**src/tbse_pkg.sv**
```systemverilog
// Shared constants, types and helper functions of the two-bank set engine.
package tbse_pkg;

   // Slots per set and compared element width
   localparam int SET_CAPACITY = 16;
   localparam int ELEMENT_BITS = 32;

   // Widths of the external fields
   localparam int KIND_BITS   = 3;
   localparam int MEMBER_BITS = 32;
   localparam int WIDE_BITS   = 64;

   // Slot index and slot counter widths
   localparam int SLOT_BITS  = (SET_CAPACITY > 1) ? $clog2(SET_CAPACITY) : 1;
   localparam int COUNT_BITS = $clog2(SET_CAPACITY + 1);

   // Transaction kinds
   localparam logic [KIND_BITS-1:0] KIND_INSERT    = 3'd0;
   localparam logic [KIND_BITS-1:0] KIND_REMOVE    = 3'd1;
   localparam logic [KIND_BITS-1:0] KIND_LOOKUP    = 3'd2;
   localparam logic [KIND_BITS-1:0] KIND_UNION     = 3'd3;
   localparam logic [KIND_BITS-1:0] KIND_DIFF      = 3'd4;
   localparam logic [KIND_BITS-1:0] KIND_INTERSECT = 3'd5;

   typedef logic [ELEMENT_BITS-1:0] elem_type;
   typedef logic [SLOT_BITS-1:0]    slot_type;

   // Slot store access from the sequencer
   typedef struct packed {
      logic     rd_en;
      logic     rd_bank;
      slot_type rd_slot;
      logic     wr_en;
      logic     clr_en;
      logic     wr_bank;
      slot_type wr_slot;
      elem_type wr_data;
   } store_cmd_type;

   // Result transaction handed to the output register
   typedef struct packed {
      logic                   vld;
      logic [MEMBER_BITS-1:0] member;
      logic                   present;
      logic                   refused;
      logic                   empty_res;
      logic                   last;
   } emit_type;

   // Sign-extend the 32-bit input and keep the compared width
   function automatic elem_type key_of(input logic [MEMBER_BITS-1:0] element);
      logic [WIDE_BITS-1:0] wide;
      wide = {{(WIDE_BITS - MEMBER_BITS){element[MEMBER_BITS-1]}}, element};
      return wide[ELEMENT_BITS-1:0];
   endfunction

   // Zero-extend a stored element and keep the low 32 bits
   function automatic logic [MEMBER_BITS-1:0] member_of(input elem_type key);
      logic [WIDE_BITS-1:0] wide;
      wide = WIDE_BITS'(key);
      return wide[MEMBER_BITS-1:0];
   endfunction

endpackage

```
**src/tbse_if.sv**
```systemverilog
// Request and response channel interfaces of the two-bank set engine.
interface tbse_req_if;
   logic                                 valid;
   logic                                 ready;
   logic [tbse_pkg::KIND_BITS-1:0]       kind;
   logic                                 bank;
   logic signed [tbse_pkg::MEMBER_BITS-1:0] element;

   modport source (output valid, output kind, output bank, output element, input ready);
   modport sink   (input valid, input kind, input bank, input element, output ready);
endinterface

interface tbse_rsp_if;
   logic                                 valid;
   logic                                 ready;
   logic signed [tbse_pkg::MEMBER_BITS-1:0] member;
   logic                                 present;
   logic                                 refused;
   logic                                 empty_res;
   logic                                 last;

   modport source (output valid, output member, output present, output refused,
                   output empty_res, output last, input ready);
   modport sink   (input valid, input member, input present, input refused,
                   input empty_res, input last, output ready);
endinterface

```
**src/two_bank_set_engine.sv**
```systemverilog
// Top level of the two-bank set engine: channels, output register, sequencer and store.
//
//   channel   dir   handshake          payload
//   req_ch    in    valid / ready      kind, bank, element
//   rsp_ch    out   valid / ready      member, present, refused, empty_res, last
//
// Insert, remove and lookup read every slot of the addressed set and then answer:
// one shared comparator walks the set one slot per cycle through the registered memory port.
// Difference and intersection probe the other set once for each occupied slot of the left set;
// union first streams the left set, then adds each right-set element missing from the left.
// Reset is synchronous and empties both sets at once; no clearing pass is needed.
// A stalled response channel holds the sequencer at its next result; a new
// transaction is taken only when the previous one has issued all its results.
module two_bank_set_engine (
   input  logic       clock,
   input  logic       reset,
   tbse_req_if.sink   req_ch,
   tbse_rsp_if.source rsp_ch
);

   tbse_pkg::store_cmd_type                 store_cmd;
   tbse_pkg::emit_type                      emit;
   tbse_pkg::elem_type                      rd_data;
   logic [1:0][tbse_pkg::SET_CAPACITY-1:0]  slot_valid;
   logic                                    seq_idle;
   logic                                    req_accept;
   logic                                    out_free;

   logic                                    rsp_vld_ff;
   logic [tbse_pkg::MEMBER_BITS-1:0]        rsp_member_ff;
   logic                                    rsp_present_ff;
   logic                                    rsp_refused_ff;
   logic                                    rsp_empty_ff;
   logic                                    rsp_last_ff;

   assign req_ch.ready = seq_idle;
   assign req_accept   = req_ch.valid && seq_idle;
   assign out_free     = !rsp_vld_ff || rsp_ch.ready;

   tbse_sequencer u_sequencer (
      .clock         (clock),
      .reset         (reset),
      .req_accept_i  (req_accept),
      .req_kind_i    (req_ch.kind),
      .req_bank_i    (req_ch.bank),
      .req_element_i (req_ch.element),
      .idle_o        (seq_idle),
      .out_free_i    (out_free),
      .emit_o        (emit),
      .cmd_o         (store_cmd),
      .rd_data_i     (rd_data),
      .valid_i       (slot_valid)
   );

   tbse_slot_store u_slot_store (
      .clock     (clock),
      .reset     (reset),
      .cmd_i     (store_cmd),
      .rd_data_o (rd_data),
      .valid_o   (slot_valid)
   );

   // Load the output register, drop it once the transaction is taken
   always_ff @(posedge clock) begin
      if (reset) begin
         rsp_vld_ff <= 1'b0;
      end else if (emit.vld) begin
         rsp_vld_ff <= 1'b1;
      end else if (rsp_ch.ready) begin
         rsp_vld_ff <= 1'b0;
      end
      if (emit.vld) begin
         rsp_member_ff  <= emit.member;
         rsp_present_ff <= emit.present;
         rsp_refused_ff <= emit.refused;
         rsp_empty_ff   <= emit.empty_res;
         rsp_last_ff    <= emit.last;
      end
   end

   assign rsp_ch.valid     = rsp_vld_ff;
   assign rsp_ch.member    = rsp_member_ff;
   assign rsp_ch.present   = rsp_present_ff;
   assign rsp_ch.refused   = rsp_refused_ff;
   assign rsp_ch.empty_res = rsp_empty_ff;
   assign rsp_ch.last      = rsp_last_ff;

endmodule

```
**src/tbse_slot_store.sv**
```systemverilog
// Slot value memory and slot valid bits of both sets.
module tbse_slot_store (
   input  logic                                            clock,
   input  logic                                            reset,
   input  tbse_pkg::store_cmd_type                         cmd_i,
   output tbse_pkg::elem_type                              rd_data_o,
   output logic [1:0][tbse_pkg::SET_CAPACITY-1:0]          valid_o
);

   tbse_pkg::elem_type                     slot_mem_ff [2][tbse_pkg::SET_CAPACITY];
   tbse_pkg::elem_type                     rd_data_ff;
   logic [1:0][tbse_pkg::SET_CAPACITY-1:0] valid_ff;

   // Write and read the value memory, read data registered
   always_ff @(posedge clock) begin
      if (cmd_i.wr_en) begin
         slot_mem_ff[cmd_i.wr_bank][cmd_i.wr_slot] <= cmd_i.wr_data;
      end
      if (cmd_i.rd_en) begin
         rd_data_ff <= slot_mem_ff[cmd_i.rd_bank][cmd_i.rd_slot];
      end
   end

   // Set valid on write, drop valid on remove
   always_ff @(posedge clock) begin
      if (reset) begin
         valid_ff <= '0;
      end else if (cmd_i.wr_en) begin
         valid_ff[cmd_i.wr_bank][cmd_i.wr_slot] <= 1'b1;
      end else if (cmd_i.clr_en) begin
         valid_ff[cmd_i.wr_bank][cmd_i.wr_slot] <= 1'b0;
      end
   end

   assign rd_data_o = rd_data_ff;
   assign valid_o   = valid_ff;

endmodule

```
**src/tbse_sequencer.sv**
```systemverilog
// Sequencer that drives the shared slot comparator over both sets.
module tbse_sequencer (
   input  logic                                     clock,
   input  logic                                     reset,
   input  logic                                     req_accept_i,
   input  logic [tbse_pkg::KIND_BITS-1:0]           req_kind_i,
   input  logic                                     req_bank_i,
   input  logic [tbse_pkg::MEMBER_BITS-1:0]         req_element_i,
   output logic                                     idle_o,
   input  logic                                     out_free_i,
   output tbse_pkg::emit_type                       emit_o,
   output tbse_pkg::store_cmd_type                  cmd_o,
   input  tbse_pkg::elem_type                       rd_data_i,
   input  logic [1:0][tbse_pkg::SET_CAPACITY-1:0]   valid_i
);

   typedef enum logic [2:0] {
      ST_IDLE, ST_OUTER, ST_LOAD, ST_PROBE, ST_DECIDE, ST_EMIT, ST_FINISH, ST_POINT
   } state_type;

   localparam logic [tbse_pkg::COUNT_BITS-1:0] CNT_END =
      tbse_pkg::COUNT_BITS'(tbse_pkg::SET_CAPACITY);
   localparam logic [tbse_pkg::COUNT_BITS-1:0] CNT_ONE = tbse_pkg::COUNT_BITS'(1);

   state_type                            state_ff, state_in;
   logic [tbse_pkg::KIND_BITS-1:0]       kind_ff, kind_in;
   logic                                 left_ff, left_in;
   logic                                 phase_b_ff, phase_b_in;
   logic [tbse_pkg::MEMBER_BITS-1:0]     echo_ff, echo_in;
   tbse_pkg::elem_type                   key_ff, key_in;
   logic [tbse_pkg::COUNT_BITS-1:0]      oi_ff, oi_in;
   logic [tbse_pkg::COUNT_BITS-1:0]      pi_ff, pi_in;
   logic                                 found_ff, found_in;
   tbse_pkg::slot_type                   found_idx_ff, found_idx_in;
   logic                                 free_ff, free_in;
   tbse_pkg::slot_type                   free_idx_ff, free_idx_in;
   logic                                 pend_vld_ff, pend_vld_in;
   tbse_pkg::elem_type                   pend_ff, pend_in;

   logic                                 set_op;
   logic                                 outer_bank;
   logic                                 probe_bank;
   logic [tbse_pkg::COUNT_BITS-1:0]      cmp_cnt;
   tbse_pkg::slot_type                   cmp_idx;
   logic                                 slot_hit;
   logic                                 qualify;

   // Operand banks and the shared comparator
   always_comb begin
      set_op     = kind_ff inside {tbse_pkg::KIND_UNION, tbse_pkg::KIND_DIFF,
                                   tbse_pkg::KIND_INTERSECT};
      outer_bank = left_ff ^ phase_b_ff;
      probe_bank = set_op ? ~outer_bank : left_ff;
      cmp_cnt    = pi_ff - CNT_ONE;
      cmp_idx    = cmp_cnt[tbse_pkg::SLOT_BITS-1:0];
      slot_hit   = valid_i[probe_bank][cmp_idx] && (rd_data_i == key_ff);
      qualify    = ((kind_ff == tbse_pkg::KIND_DIFF) && !found_ff) ||
                   ((kind_ff == tbse_pkg::KIND_INTERSECT) && found_ff) ||
                   (phase_b_ff && !found_ff);
   end

   // Next state, store commands and result transactions
   always_comb begin
      state_in     = state_ff;
      kind_in      = kind_ff;
      left_in      = left_ff;
      phase_b_in   = phase_b_ff;
      echo_in      = echo_ff;
      key_in       = key_ff;
      oi_in        = oi_ff;
      pi_in        = pi_ff;
      found_in     = found_ff;
      found_idx_in = found_idx_ff;
      free_in      = free_ff;
      free_idx_in  = free_idx_ff;
      pend_vld_in  = pend_vld_ff;
      pend_in      = pend_ff;
      cmd_o        = '0;
      emit_o       = '0;

      case (state_ff)
         ST_IDLE: begin
            if (req_accept_i) begin
               kind_in     = req_kind_i;
               left_in     = req_bank_i;
               echo_in     = req_element_i;
               key_in      = tbse_pkg::key_of(req_element_i);
               phase_b_in  = 1'b0;
               oi_in       = '0;
               pi_in       = '0;
               found_in    = 1'b0;
               free_in     = 1'b0;
               pend_vld_in = 1'b0;
               case (req_kind_i)
                  tbse_pkg::KIND_INSERT, tbse_pkg::KIND_REMOVE,
                  tbse_pkg::KIND_LOOKUP: state_in = ST_PROBE;
                  tbse_pkg::KIND_UNION, tbse_pkg::KIND_DIFF,
                  tbse_pkg::KIND_INTERSECT: state_in = ST_OUTER;
                  default: state_in = ST_POINT;
               endcase
            end
         end

         // Walk the outer set, skip empty slots
         ST_OUTER: begin
            if (oi_ff == CNT_END) begin
               if ((kind_ff == tbse_pkg::KIND_UNION) && !phase_b_ff) begin
                  phase_b_in = 1'b1;
                  oi_in      = '0;
               end else begin
                  state_in = ST_FINISH;
               end
            end else if (valid_i[outer_bank][oi_ff[tbse_pkg::SLOT_BITS-1:0]]) begin
               cmd_o.rd_en   = 1'b1;
               cmd_o.rd_bank = outer_bank;
               cmd_o.rd_slot = oi_ff[tbse_pkg::SLOT_BITS-1:0];
               state_in      = ST_LOAD;
            end else begin
               oi_in = oi_ff + CNT_ONE;
            end
         end

         // Take the outer element as the probe key
         ST_LOAD: begin
            key_in = rd_data_i;
            if ((kind_ff == tbse_pkg::KIND_UNION) && !phase_b_ff) begin
               state_in = ST_EMIT;
            end else begin
               pi_in    = '0;
               found_in = 1'b0;
               state_in = ST_PROBE;
            end
         end

         // Read one slot per cycle, compare the one read last cycle
         ST_PROBE: begin
            if (pi_ff != CNT_END) begin
               cmd_o.rd_en   = 1'b1;
               cmd_o.rd_bank = probe_bank;
               cmd_o.rd_slot = pi_ff[tbse_pkg::SLOT_BITS-1:0];
            end
            if (pi_ff != '0) begin
               if (slot_hit && !found_ff) begin
                  found_in     = 1'b1;
                  found_idx_in = cmp_idx;
               end
               if (!valid_i[probe_bank][cmp_idx] && !free_ff) begin
                  free_in     = 1'b1;
                  free_idx_in = cmp_idx;
               end
            end
            if (pi_ff == CNT_END) begin
               state_in = set_op ? ST_DECIDE : ST_POINT;
            end else begin
               pi_in = pi_ff + CNT_ONE;
            end
         end

         ST_DECIDE: begin
            if (qualify) begin
               state_in = ST_EMIT;
            end else begin
               oi_in    = oi_ff + CNT_ONE;
               state_in = ST_OUTER;
            end
         end

         // Release the held element, hold the new one until the next is known
         ST_EMIT: begin
            if (!pend_vld_ff || out_free_i) begin
               if (pend_vld_ff) begin
                  emit_o.vld    = 1'b1;
                  emit_o.member = tbse_pkg::member_of(pend_ff);
               end
               pend_vld_in = 1'b1;
               pend_in     = key_ff;
               oi_in       = oi_ff + CNT_ONE;
               state_in    = ST_OUTER;
            end
         end

         ST_FINISH: begin
            if (out_free_i) begin
               emit_o.vld       = 1'b1;
               emit_o.last      = 1'b1;
               emit_o.member    = pend_vld_ff ? tbse_pkg::member_of(pend_ff) : '0;
               emit_o.empty_res = !pend_vld_ff;
               state_in         = ST_IDLE;
            end
         end

         // Answer insert, remove, lookup and unknown kinds; update the set
         ST_POINT: begin
            if (out_free_i) begin
               emit_o.vld     = 1'b1;
               emit_o.last    = 1'b1;
               emit_o.member  = echo_ff;
               emit_o.present = found_ff;
               emit_o.refused = (kind_ff == tbse_pkg::KIND_INSERT) && !found_ff && !free_ff;
               cmd_o.wr_bank  = left_ff;
               cmd_o.wr_data  = key_ff;
               if ((kind_ff == tbse_pkg::KIND_INSERT) && !found_ff && free_ff) begin
                  cmd_o.wr_en   = 1'b1;
                  cmd_o.wr_slot = free_idx_ff;
               end else if ((kind_ff == tbse_pkg::KIND_REMOVE) && found_ff) begin
                  cmd_o.clr_en  = 1'b1;
                  cmd_o.wr_slot = found_idx_ff;
               end
               state_in = ST_IDLE;
            end
         end

         default: state_in = ST_IDLE;
      endcase
   end

   // Hold sequencer state
   always_ff @(posedge clock) begin
      if (reset) begin
         state_ff    <= ST_IDLE;
         pend_vld_ff <= 1'b0;
         found_ff    <= 1'b0;
         free_ff     <= 1'b0;
         phase_b_ff  <= 1'b0;
      end else begin
         state_ff    <= state_in;
         pend_vld_ff <= pend_vld_in;
         found_ff    <= found_in;
         free_ff     <= free_in;
         phase_b_ff  <= phase_b_in;
      end
      kind_ff      <= kind_in;
      left_ff      <= left_in;
      echo_ff      <= echo_in;
      key_ff       <= key_in;
      oi_ff        <= oi_in;
      pi_ff        <= pi_in;
      found_idx_ff <= found_idx_in;
      free_idx_ff  <= free_idx_in;
      pend_ff      <= pend_in;
   end

   assign idle_o = (state_ff == ST_IDLE);

   // A result goes out only when the output register can take it
   a_emit_free: assert property (@(posedge clock) disable iff (reset)
      emit_o.vld |-> out_free_i)
      else $error("result issued while output register busy");

   // Insert fills only a free slot
   a_write_free: assert property (@(posedge clock) disable iff (reset)
      cmd_o.wr_en |-> !valid_i[cmd_o.wr_bank][cmd_o.wr_slot])
      else $error("insert overwrote an occupied slot");

   // Remove drops only an occupied slot
   a_clear_used: assert property (@(posedge clock) disable iff (reset)
      cmd_o.clr_en |-> valid_i[cmd_o.wr_bank][cmd_o.wr_slot])
      else $error("remove cleared an empty slot");

   // The closing result returns the sequencer to idle
   a_last_idle: assert property (@(posedge clock) disable iff (reset)
      emit_o.vld && emit_o.last |=> state_ff == ST_IDLE)
      else $error("sequencer busy after final result");

   // A refused insert never reports a present element
   a_refused_new: assert property (@(posedge clock) disable iff (reset)
      emit_o.vld && emit_o.refused |-> !emit_o.present && !emit_o.empty_res)
      else $error("refusal flagged on a present element");

endmodule
```
**src/flat_wrapper.sv**
```systemverilog
// flat-port wrapper written by rule: the top's interface ports become plain ports
module two_bank_set_engine_flat 
  (clock, reset, req_ch_valid, req_ch_kind, req_ch_bank, req_ch_element, req_ch_ready, rsp_ch_valid, rsp_ch_member, rsp_ch_present, rsp_ch_refused, rsp_ch_empty_res, rsp_ch_last, rsp_ch_ready);
  tbse_req_if req_ch_i ();
  tbse_rsp_if rsp_ch_i ();
  input  logic clock;
  input  logic reset;
  input wire logic [$bits(req_ch_i.valid)-1:0] req_ch_valid;
  input wire logic [$bits(req_ch_i.kind)-1:0] req_ch_kind;
  input wire logic [$bits(req_ch_i.bank)-1:0] req_ch_bank;
  input wire logic [$bits(req_ch_i.element)-1:0] req_ch_element;
  output wire logic [$bits(req_ch_i.ready)-1:0] req_ch_ready;
  output wire logic [$bits(rsp_ch_i.valid)-1:0] rsp_ch_valid;
  output wire logic [$bits(rsp_ch_i.member)-1:0] rsp_ch_member;
  output wire logic [$bits(rsp_ch_i.present)-1:0] rsp_ch_present;
  output wire logic [$bits(rsp_ch_i.refused)-1:0] rsp_ch_refused;
  output wire logic [$bits(rsp_ch_i.empty_res)-1:0] rsp_ch_empty_res;
  output wire logic [$bits(rsp_ch_i.last)-1:0] rsp_ch_last;
  input wire logic [$bits(rsp_ch_i.ready)-1:0] rsp_ch_ready;
  assign req_ch_i.valid = req_ch_valid;
  assign req_ch_i.kind = req_ch_kind;
  assign req_ch_i.bank = req_ch_bank;
  assign req_ch_i.element = req_ch_element;
  assign req_ch_ready = req_ch_i.ready;
  assign rsp_ch_valid = rsp_ch_i.valid;
  assign rsp_ch_member = rsp_ch_i.member;
  assign rsp_ch_present = rsp_ch_i.present;
  assign rsp_ch_refused = rsp_ch_i.refused;
  assign rsp_ch_empty_res = rsp_ch_i.empty_res;
  assign rsp_ch_last = rsp_ch_i.last;
  assign rsp_ch_i.ready = rsp_ch_ready;
  two_bank_set_engine u_core (.clock(clock), .reset(reset), .req_ch(req_ch_i), .rsp_ch(rsp_ch_i));
endmodule
```
**config.mk**
```make
export PLATFORM = sky130hd
export DESIGN_NAME = two_bank_set_engine_flat
export DESIGN_NICKNAME = d
export VERILOG_FILES = /design/src/tbse_pkg.sv /design/src/tbse_if.sv /design/src/two_bank_set_engine.sv /design/src/tbse_slot_store.sv /design/src/tbse_sequencer.sv /design/src/flat_wrapper.sv
export SDC_FILE = /design/constraint.sdc
export NUM_CORES = 1
export LEC_CHECK = 0
export BUFFER_PORTS_ARGS = -buffer_cell sky130_fd_sc_hd__clkbuf_2
export CORE_ASPECT_RATIO = 0.75
export CORE_MARGIN = 2
export CORE_UTILIZATION = 57
export DETAILED_ROUTE_END_ITERATION = 16
export PLACE_DENSITY = 0.74
export SYNTH_ARGS = -nofsm -noshare
export SYNTH_HDL_FRONTEND = slang
export SYNTH_HIERARCHICAL = 1
export SYNTH_SLANG_ARGS = --single-unit
```
**constraint.sdc**
```tcl
create_clock -name clock -period 4.3 [get_ports clock]
set_input_delay 1.075 -clock clock [delete_from_list [all_inputs] [get_ports clock]]
set_output_delay 1.075 -clock clock [all_outputs]
set_load 0.005 [all_outputs]
```
Yosys cells after proc, flatten, opt, wreduce, memory -nomap -nowiden:

Memory sizes are Yosys's and may differ from the RTL's.
Index checks and enable logic that the tools add are counted.

* $add $sub $neg: 3
* $mul: 0
* divide/modulo/power cells: 0
* order comparisons: 11
* equality and inequality tests: 36
* shift-type cells: 0
* multiplexer cells: 81
* bitwise logic cells: 7
* reductions and logical operators: 55

Operators by type and width (count)
* $mux W512: 1
* $mux W32: 7
* $bmux W32 S4: 1
* $demux W32 S4: 1
* $mux W33: 3
* $pmux W33 S3: 1
* $mux W16: 5
* $mux W39: 2
* $pmux W32 S2: 1
* $mux W5: 8
* $mux W35: 1
* $and A32 B32 Y32: 1
* $eq A32 B32 Y1: 1
* $not A32 Y32: 1
* $or A32 B32 Y32: 1
* $mux W3: 9
* $eq A3 B3 Y1 const B: 8
* $ne A2 B2 Y1 const B: 11
* $mux W1: 21
* $pmux W3 S7: 1
* $pmux W5 S4: 1
* $mux W6: 3
* $demux W16 S1: 1
* $eq A3 B2 Y1 const B: 5
* 40 further kinds: 98

* register bits after elaboration: 226
* bits in latches: 0
* bits in writable memories: 1024
* ROM bits: 0
* input port bits: 40
* output and inout port bits: 38
* memories: 1

Memory list
* u_core.u_slot_store.slot_mem_ff: depth 2, width 512, read ports 1, clocked after Yosys merged registers in 0, wr ports 1, line tbse_slot_store.sv:10 `tbse_pkg::elem_type slot_mem_ff [2][tbse_pkg::SET_CAPACITY];`

Longest topological paths before layout:

Gate-level depths: netlist (run 1).

* word-level depth: 16
* gate-level depth with buffers: 17
* depth with buffers taken out: 14

Cells and area by module:

Netlist (run 1), hierarchy kept.

By module, submodules not included
* tbse_slot_store: instances 1, cells each 2435, area each 42075.4 um^2
* tbse_sequencer: instances 1, cells each 575, area each 6886.6 um^2
* two_bank_set_engine: instances 1, cells each 41, area each 1133.6 um^2

Worst setup path before layout (run 1):

Ideal clock, no wire load.

* kind: input -> register
* start: input rsp_ch_ready
* end: memory u_core/u_slot_store/slot_mem_ff[1][384] (netlist name), enable pin
* library setup time: 0.387 ns
* arrival time: 4.072 ns
* path slack: -0.159 ns
* stages: 12
* buffers on the path: 1
* cells stage by stage: nand2b_4 nand2_1 nor2_1 and3_1 nor4b_1 nand2_1 a21oi_1 clkbuf_1 nand2_1 nor3_1 nand2_1 inv_1

RTL lines
* start: declaration: line flat_wrapper.sv:19 `input wire logic [$bits(rsp_ch_i.ready)-1:0] rsp_ch_ready;`
* end: declaration: line tbse_slot_store.sv:10

==> results of run 1 <==
-- registers in the layout, summed over array words and instances (netlist names), 3 cells and up, named ones only --
signal / cells
u_core/u_sequencer/key_ff: 32
u_core/u_sequencer/oi_ff: 5
u_core/u_slot_store/rd_data_o: 32
u_core/u_sequencer/state_ff: 3
u_core/u_slot_store/slot_mem_ff: 1024
u_core/rsp_ch.member: 32
u_core/u_sequencer/kind_ff: 3
u_core/u_sequencer/echo_ff: 32
u_core/u_sequencer/pi_ff: 5
u_core/u_sequencer/pend_ff: 32
u_core/u_sequencer/found_idx_ff: 4
u_core/u_sequencer/free_idx_ff: 4
-- path summary, 6_finish.rpt --
kind / from / to / cells past startpoint
worst max-delay path: u_core/u_sequencer/left_ff$_DFFE_PP_ / u_core/u_slot_store/rd_data_o[10]$_DFFE_PP_ / 16
worst min-delay path: u_core/u_sequencer/key_ff[14]$_DFFE_PP_ / u_core/u_sequencer/pend_ff[14]$_DFFE_PP_ / 0
worst max register to register: u_core/u_sequencer/left_ff$_DFFE_PP_ / u_core/u_slot_store/rd_data_o[10]$_DFFE_PP_ / 16
worst min register to register: u_core/u_sequencer/key_ff[14]$_DFFE_PP_ / u_core/u_sequencer/pend_ff[14]$_DFFE_PP_ / 0
-- where the power goes --
group / leakage (nW) / internal [mW] / switching, mW
logic: 4.90 / 0.975 / 1.89
clock network: 1.82 / 5.78 / 4.38
registers: 9.27 / 13.8 / 0.345
-- what timing repair did --
action / in CTS / in global routing
gates resized for setup: 0 / 6
hold buffers: 0 / 0
setup buffers: 0 / 3
endpoints found under the setup margin: 0 / 22
-- layer usage --
layer / vias up / part of all wire
li1: 12300 / -
met1: 14800 / 0.41
met2: 1741 / 0.46
met3: 233 / 0.10
met4: 0 / 0.031
met5: - / 0
-- cells by family after synthesis --
logic type | count (synthesis) | share of synthesized area
AO/OA/AOI/OAI | 466 | 0.0623
XOR/XNOR | 42 | 0.00734
adder cells (fa/ha/maj) | 5 | 0.00125
buffers and inverters | 227 | 0.0227
flip-flops | 1250 | 0.741
multiplexers | 563 | 0.117
AND/OR/NAND/NOR | 498 | 0.0481
-- through the flow --
| step | power [mW] | util |
|---|---|---|
| 2_1_floorplan | 16.1 | - |
| 3_3_place_gp | 17.1 | 0.608 |
| 3_5_place_dp | 17.2 | 0.608 |
| 4_1_cts | 27.2 | 0.651 |
| 5_1_grt | 27.9 | 0.651 |
| 6_report | 27.2 | 0.651 |
-- layout make-up --
class	instances	share of cell area
Antenna cell	1	0.0000440
Clock buffer	127	0.0500
Clock inverter	77	0.0154
Inverter	47	0.00402
Multi-Input combinational cell	1574	0.209
Sequential cell	1250	0.652
Tap cell	1152	0.0253
Timing Repair Buffer	244	0.0437
-- critical path: cells and delay by family, from the launching register on --
family / cells / cell delay (ns)
buffers and inverters: 4 / 0.77
muxes: 2 / 0.91
DFF: 1 / 0.46
and+or+nand+nor: 8 / 1.31
AOI/OAI and AO/OA: 2 / 0.44
-- Yosys cell counts (39+ instances only) --
library cell / number
edfxtp_1: 1210
mux2i_1: 515
nand2_1: 160
a21oi_1: 147
nand3_1: 116
a22oi_1: 99
a22o_1: 98
clkbuf_1: 87
nor2_1: 58
nor3_1: 53
inv_1: 45
dfxtp_1: 40
and3_1: 39
==> flow_summary.toml, run 1 <==
[yosys]
syn_inst = 3051
synth_top_area_share = 0.725
synthArstFlopShare = 0
synth-main-ff-cell = "edfxtp_1"
synthTopCellsByArea = "edfxtp_1 73%, mux2i_1 10%, a22o_1 1.7%"
synth-seq-cells = 1250
syn_avg_cell_area_um2 = 16.4
yosysUniqueCellTypes = 68
yosysSeqAreaShare = 0.741
yosys.area.top_type = "edfxtp_1"
synth_fp_nets = 3096
synth-edff-count = 1210
ys_warn_count = 6
syn_area_um2 = 50100

[setup_path]
cp-end-kind = "flip-flop"
cp_cell_sequence = "nor2b_1 > or2_1 > buf_12 > mux4_2 > mux4_2 > nand3_1 > nand2_1 > o21ai_0 > nand2_2 > nor2_4 > buf_12 > buf_12 > buf_4 > nand2_1 > a31oi_1 > nand3_1"
critPathKind = "reg -> reg"
cp_slowest_cell = "mux4_2"
arrival_ns = 4.61
start_kind = "flip-flop"
max_stage_delay_ns = 0.50
worst-path-max-fanout = 27
r2r_slack_ns = 0.09
crit_top_cell = "buf_12"
required_ns = 4.70

[timing]
fin_crit_ns = 4.21
setup_viol = 0
max_clock_freq_ghz = 0.238
relSlewSlack = 0.220
finalMaxSlewViolations = 0
postLayoutSetupSlackWorst_ns = 0.0937
fin_tns_setup_ns = 0
hold_viol = 0
holdWs_ns = 0.504
fin_crit_sh = 0.978
worst_pin_slew_ns = 1.17
finClkSkew_ns = 0.0482

[floorplan]
die_y_um = 261
start_util = 0.573
die_w_um = 346
ios = 78
fp.dieArea_um2 = 90300
coreArea_um2 = 87400
rows = 94

[cells_and_area]
post-route-cell-area_um2 = 56900
final_cell_mix = "1210 x edfxtp_1, 515 x mux2i_1, 158 x nand2_1, 147 x a21oi_1, 115 x nand3_1"
seq_area_um2 = 37100
layout-drive-gt1-share = 0.156
stdcell_count = 4472
multi_input_area_um2 = 11900
syn_to_final_growth_pct = 13.6
final_common_cell = "edfxtp_1"
num-nets-final = 3271
fillers = 5807

[place]
place_ws_ns = 0.0137
post-place-cells = 4264
placedInstanceArea_um2 = 53100
port_buffers = 77
place.gp.congestion = 0.917
place_hpwl_um = 75700

[grt]
grt_start_max_net_pins = 93
use_met2 = 0.426
grt-busiest-layer = "met2"
met1_usage = 0.416
first_global_vias = 27900
grt_usage = 0.279
grt_pass1_wl_um = 185000
grt-ovfl-total = 0
grt_antenna_before_repair = 0
use_met3 = 0.0440

[route]
routed_wl_um = 128000
viasPerCell = 6.50
vias = 29100
drc = 0
postRouteAntennaNets = 0
dr.pass1.iters = 12
dr.first_iter.drc_count = 4202
wire_per_inst_um = 28.6

[run]
drv_cap = 0

[clocking]
ctsLongestPathBuffers = 3
cts_sinks = 1250
cts_buffers = 109
cts_htree_levels = 3
cts.clk_slew.worst_paths_ns = 0.07
tritoncts = "built"
root_buffer = "clkbuf_16"
clk_latency_ns = 0.70

[status]
status = "complete, no violations"

[pwr]
p_per_area_nw_per_um2 = 477
ir_worst_vdd_mv = 0.371
leakage_nw = 16.0

[min_path]
hold_path.class = "reg -> reg"
Note: power is estimated with default switching activity, not from simulation.
==> run 2: changes to the inputs <==
==> constraint.sdc (replaced) <==
create_clock -name clock -period 3.7 [get_ports clock]
set_input_delay 0.925 -clock clock [delete_from_list [all_inputs] [get_ports clock]]
set_output_delay 0.925 -clock clock [all_outputs]
set_load 0.005 [all_outputs]
==> flow_summary.toml, run 2 (synthesized netlist as in run 1, its figures left out) <==
[status]
status = "finished, violations left"
violations = "negative setup slack"

[clocking]
cts_sinks = 1250
cts_htree_levels = 3
ctsLongestPathBuffers = 3
cts.clk_slew.worst_paths_ns = 0.07
clk_latency_ns = 0.72
root_buffer = "clkbuf_16"
cts_buffers = 110
tritoncts = "built"

[cells_and_area]
largest_reg_flops = 1024
final_cell_mix = "1210 x edfxtp_1, 472 x mux2i_1, 268 x buf_4, 157 x nand2_1, 147 x a21oi_1"
num-nets-final = 3519
largest_register = "u_core/u_slot_store/slot_mem_ff"
fillers = 5464
syn_to_final_growth_pct = 20.2
stdcell_count = 4720
antennaDiodeCount = 0
final_common_cell = "edfxtp_1"
layout-drive-gt1-share = 0.234

[floorplan]
ios = 78
die_w_um = 346
rows = 94
coreArea_um2 = 87400
die_y_um = 261
fp.dieArea_um2 = 90300
start_util = 0.573

[route]
dr.pass1.iters = 5
routed_wl_um = 140000
viasPerCell = 6.47
postRouteAntennaNets = 0
vias = 30500
drc = 0
dr.first_iter.drc_count = 4103
wire_per_inst_um = 29.7

[setup_path]
endpoint = "u_core/u_slot_store/rd_data_o[31]$_DFFE_PP_"
r2r_slack_ns = -0.21
arrival_ns = 4.37
r2r_end = "u_core/u_slot_store/rd_data_o[31]$_DFFE_PP_"
required_ns = 4.16
crit_path_start = "u_core/u_sequencer/left_ff$_DFFE_PP_"
timing.rr.start = "u_core/u_sequencer/left_ff$_DFFE_PP_"
worstRegToRegCells = 16
critPathKind = "reg -> reg"
worst-path-max-fanout = 8
start_kind = "flip-flop"
cp-end-kind = "flip-flop"

[timing]
hold_viol = 0
setup_viol = 31
worst_pin_slew_ns = 1.24
fin_crit_ns = 3.91
finalMaxSlewViolations = 0
relSlewSlack = 0.167
finClkSkew_ns = 0.0365
rsz0062_at_grt = "true"
fin_crit_sh = 1.06
postLayoutSetupSlackWorst_ns = -0.211
max_clock_freq_ghz = 0.256

[place]
place.gp.congestion = 0.923
place_hpwl_um = 84800
port_buffers = 77
post-place-cells = 4465

[pwr]
leakage_nw = 17.6
p_per_area_nw_per_um2 = 533
totalPowerFinal_mw = 32.1
ir_worst_vdd_mv = 0.638

[grt]
grt_pass1_wl_um = 199000
grt_antenna_before_repair = 1
grt-ovfl-total = 0
first_global_vias = 30000
grt_start_max_net_pins = 41
grt_usage = 0.302

[min_path]
hold_path.class = "in -> reg"

[run]
drv_cap = 0
[run 2: cell types whose count changed in the layout (fill, tap and decap cells not counted), sizes merged]
cell and delta:
bufinv -3, clkinv -7, buf +237, clkbuf +15, bufbuf +2, diode -1, clkinvlp +10, inv -5
[run 2: report_power, final]
part | switching, mW | leakage [nW] | internal [mW]
Combinational | 2.38 | 6.50 | 1.54
Sequential | 0.354 | 9.27 | 16.0
Clock | 5.22 | 1.81 | 6.59
[run 2: layer usage]
layer	GRT usage	vias up	wire, um
met5	0	-	0
met3	0.0609	268	15000
met2	0.472	1931	65100
li1	-	12800	-
met4	0.114	0	5080
met1	0.423	15500	54900
[run 2: through the flow]
stage / utilization / setup slack (ns) / area [um^2] / TNS, ns / hold WS [ns]
after floorplan: - / 0.0298 / 50200 / 0 / 0.461
after global placement: 0.629 / -0.422 / 55000 / -7.73 / 0.484
after detailed placement: 0.629 / -0.404 / 55000 / -8.79 / 0.487
after CTS: 0.682 / -0.146 / 59600 / -2.69 / 0.365
after global routing: 0.689 / -0.314 / 60200 / -7.63 / 0.375
final: 0.689 / -0.211 / 60200 / -4.02 / 0.395
[run 2: worst min path at each step]
stage	startpoint	endpoint	cells past startpoint
2_1_floorplan	flip-flop	flip-flop	2
3_3_place_gp	u_core/u_sequencer/key_ff[8]$_DFFE_PP_	u_core/u_sequencer/pend_ff[8]$_DFFE_PP_	0
3_5_place_dp	u_core/u_sequencer/key_ff[28]$_DFFE_PP_	u_core/u_sequencer/pend_ff[28]$_DFFE_PP_	0
4_1_cts	req_ch_element[8]	u_core/u_sequencer/echo_ff[8]$_DFFE_PP_	1
5_1_grt	req_ch_element[8]	u_core/u_sequencer/echo_ff[8]$_DFFE_PP_	1
6_report	req_ch_element[8]	u_core/u_sequencer/echo_ff[8]$_DFFE_PP_	1
[run 2: final cells by class]
| class | count | area [um^2] | area share |
|---|---|---|---|
| Sequential cell | 1250 | 37100 | 0.617 |
| Timing Repair Buffer | 491 | 5320 | 0.0883 |
| Inverter | 47 | 259 | 0.00430 |
| Tap cell | 1152 | 1440 | 0.0239 |
| Clock buffer | 134 | 2890 | 0.0481 |
| Clock inverter | 72 | 823 | 0.0137 |
| Multi-Input combinational cell | 1574 | 12300 | 0.205 |
[run 2: critical path, stage by stage, from the launching register on]
cell and delay [ns]:
edfxtp_1 0.42, nor2b_1 0.17, or2_4 0.24, mux4_2 0.52, mux4_2 0.55, nand3_4 0.13
nand2_4 0.07, a22o_4 0.29, buf_12 0.17, buf_16 0.16, buf_6 0.13, mux2i_2 0.20
a22o_1 0.15, nor3_1 0.05, a31oi_1 0.18, buf_4 0.18, nand3_2 0.06
[run 2: timing repair]
item                       CTS  global route
cloned                      12             8
hold buffers                 0             0
pin swaps                   29            34
gates resized for setup     99            66
setup buffers               21            12
setup endpoints to repair   32            32
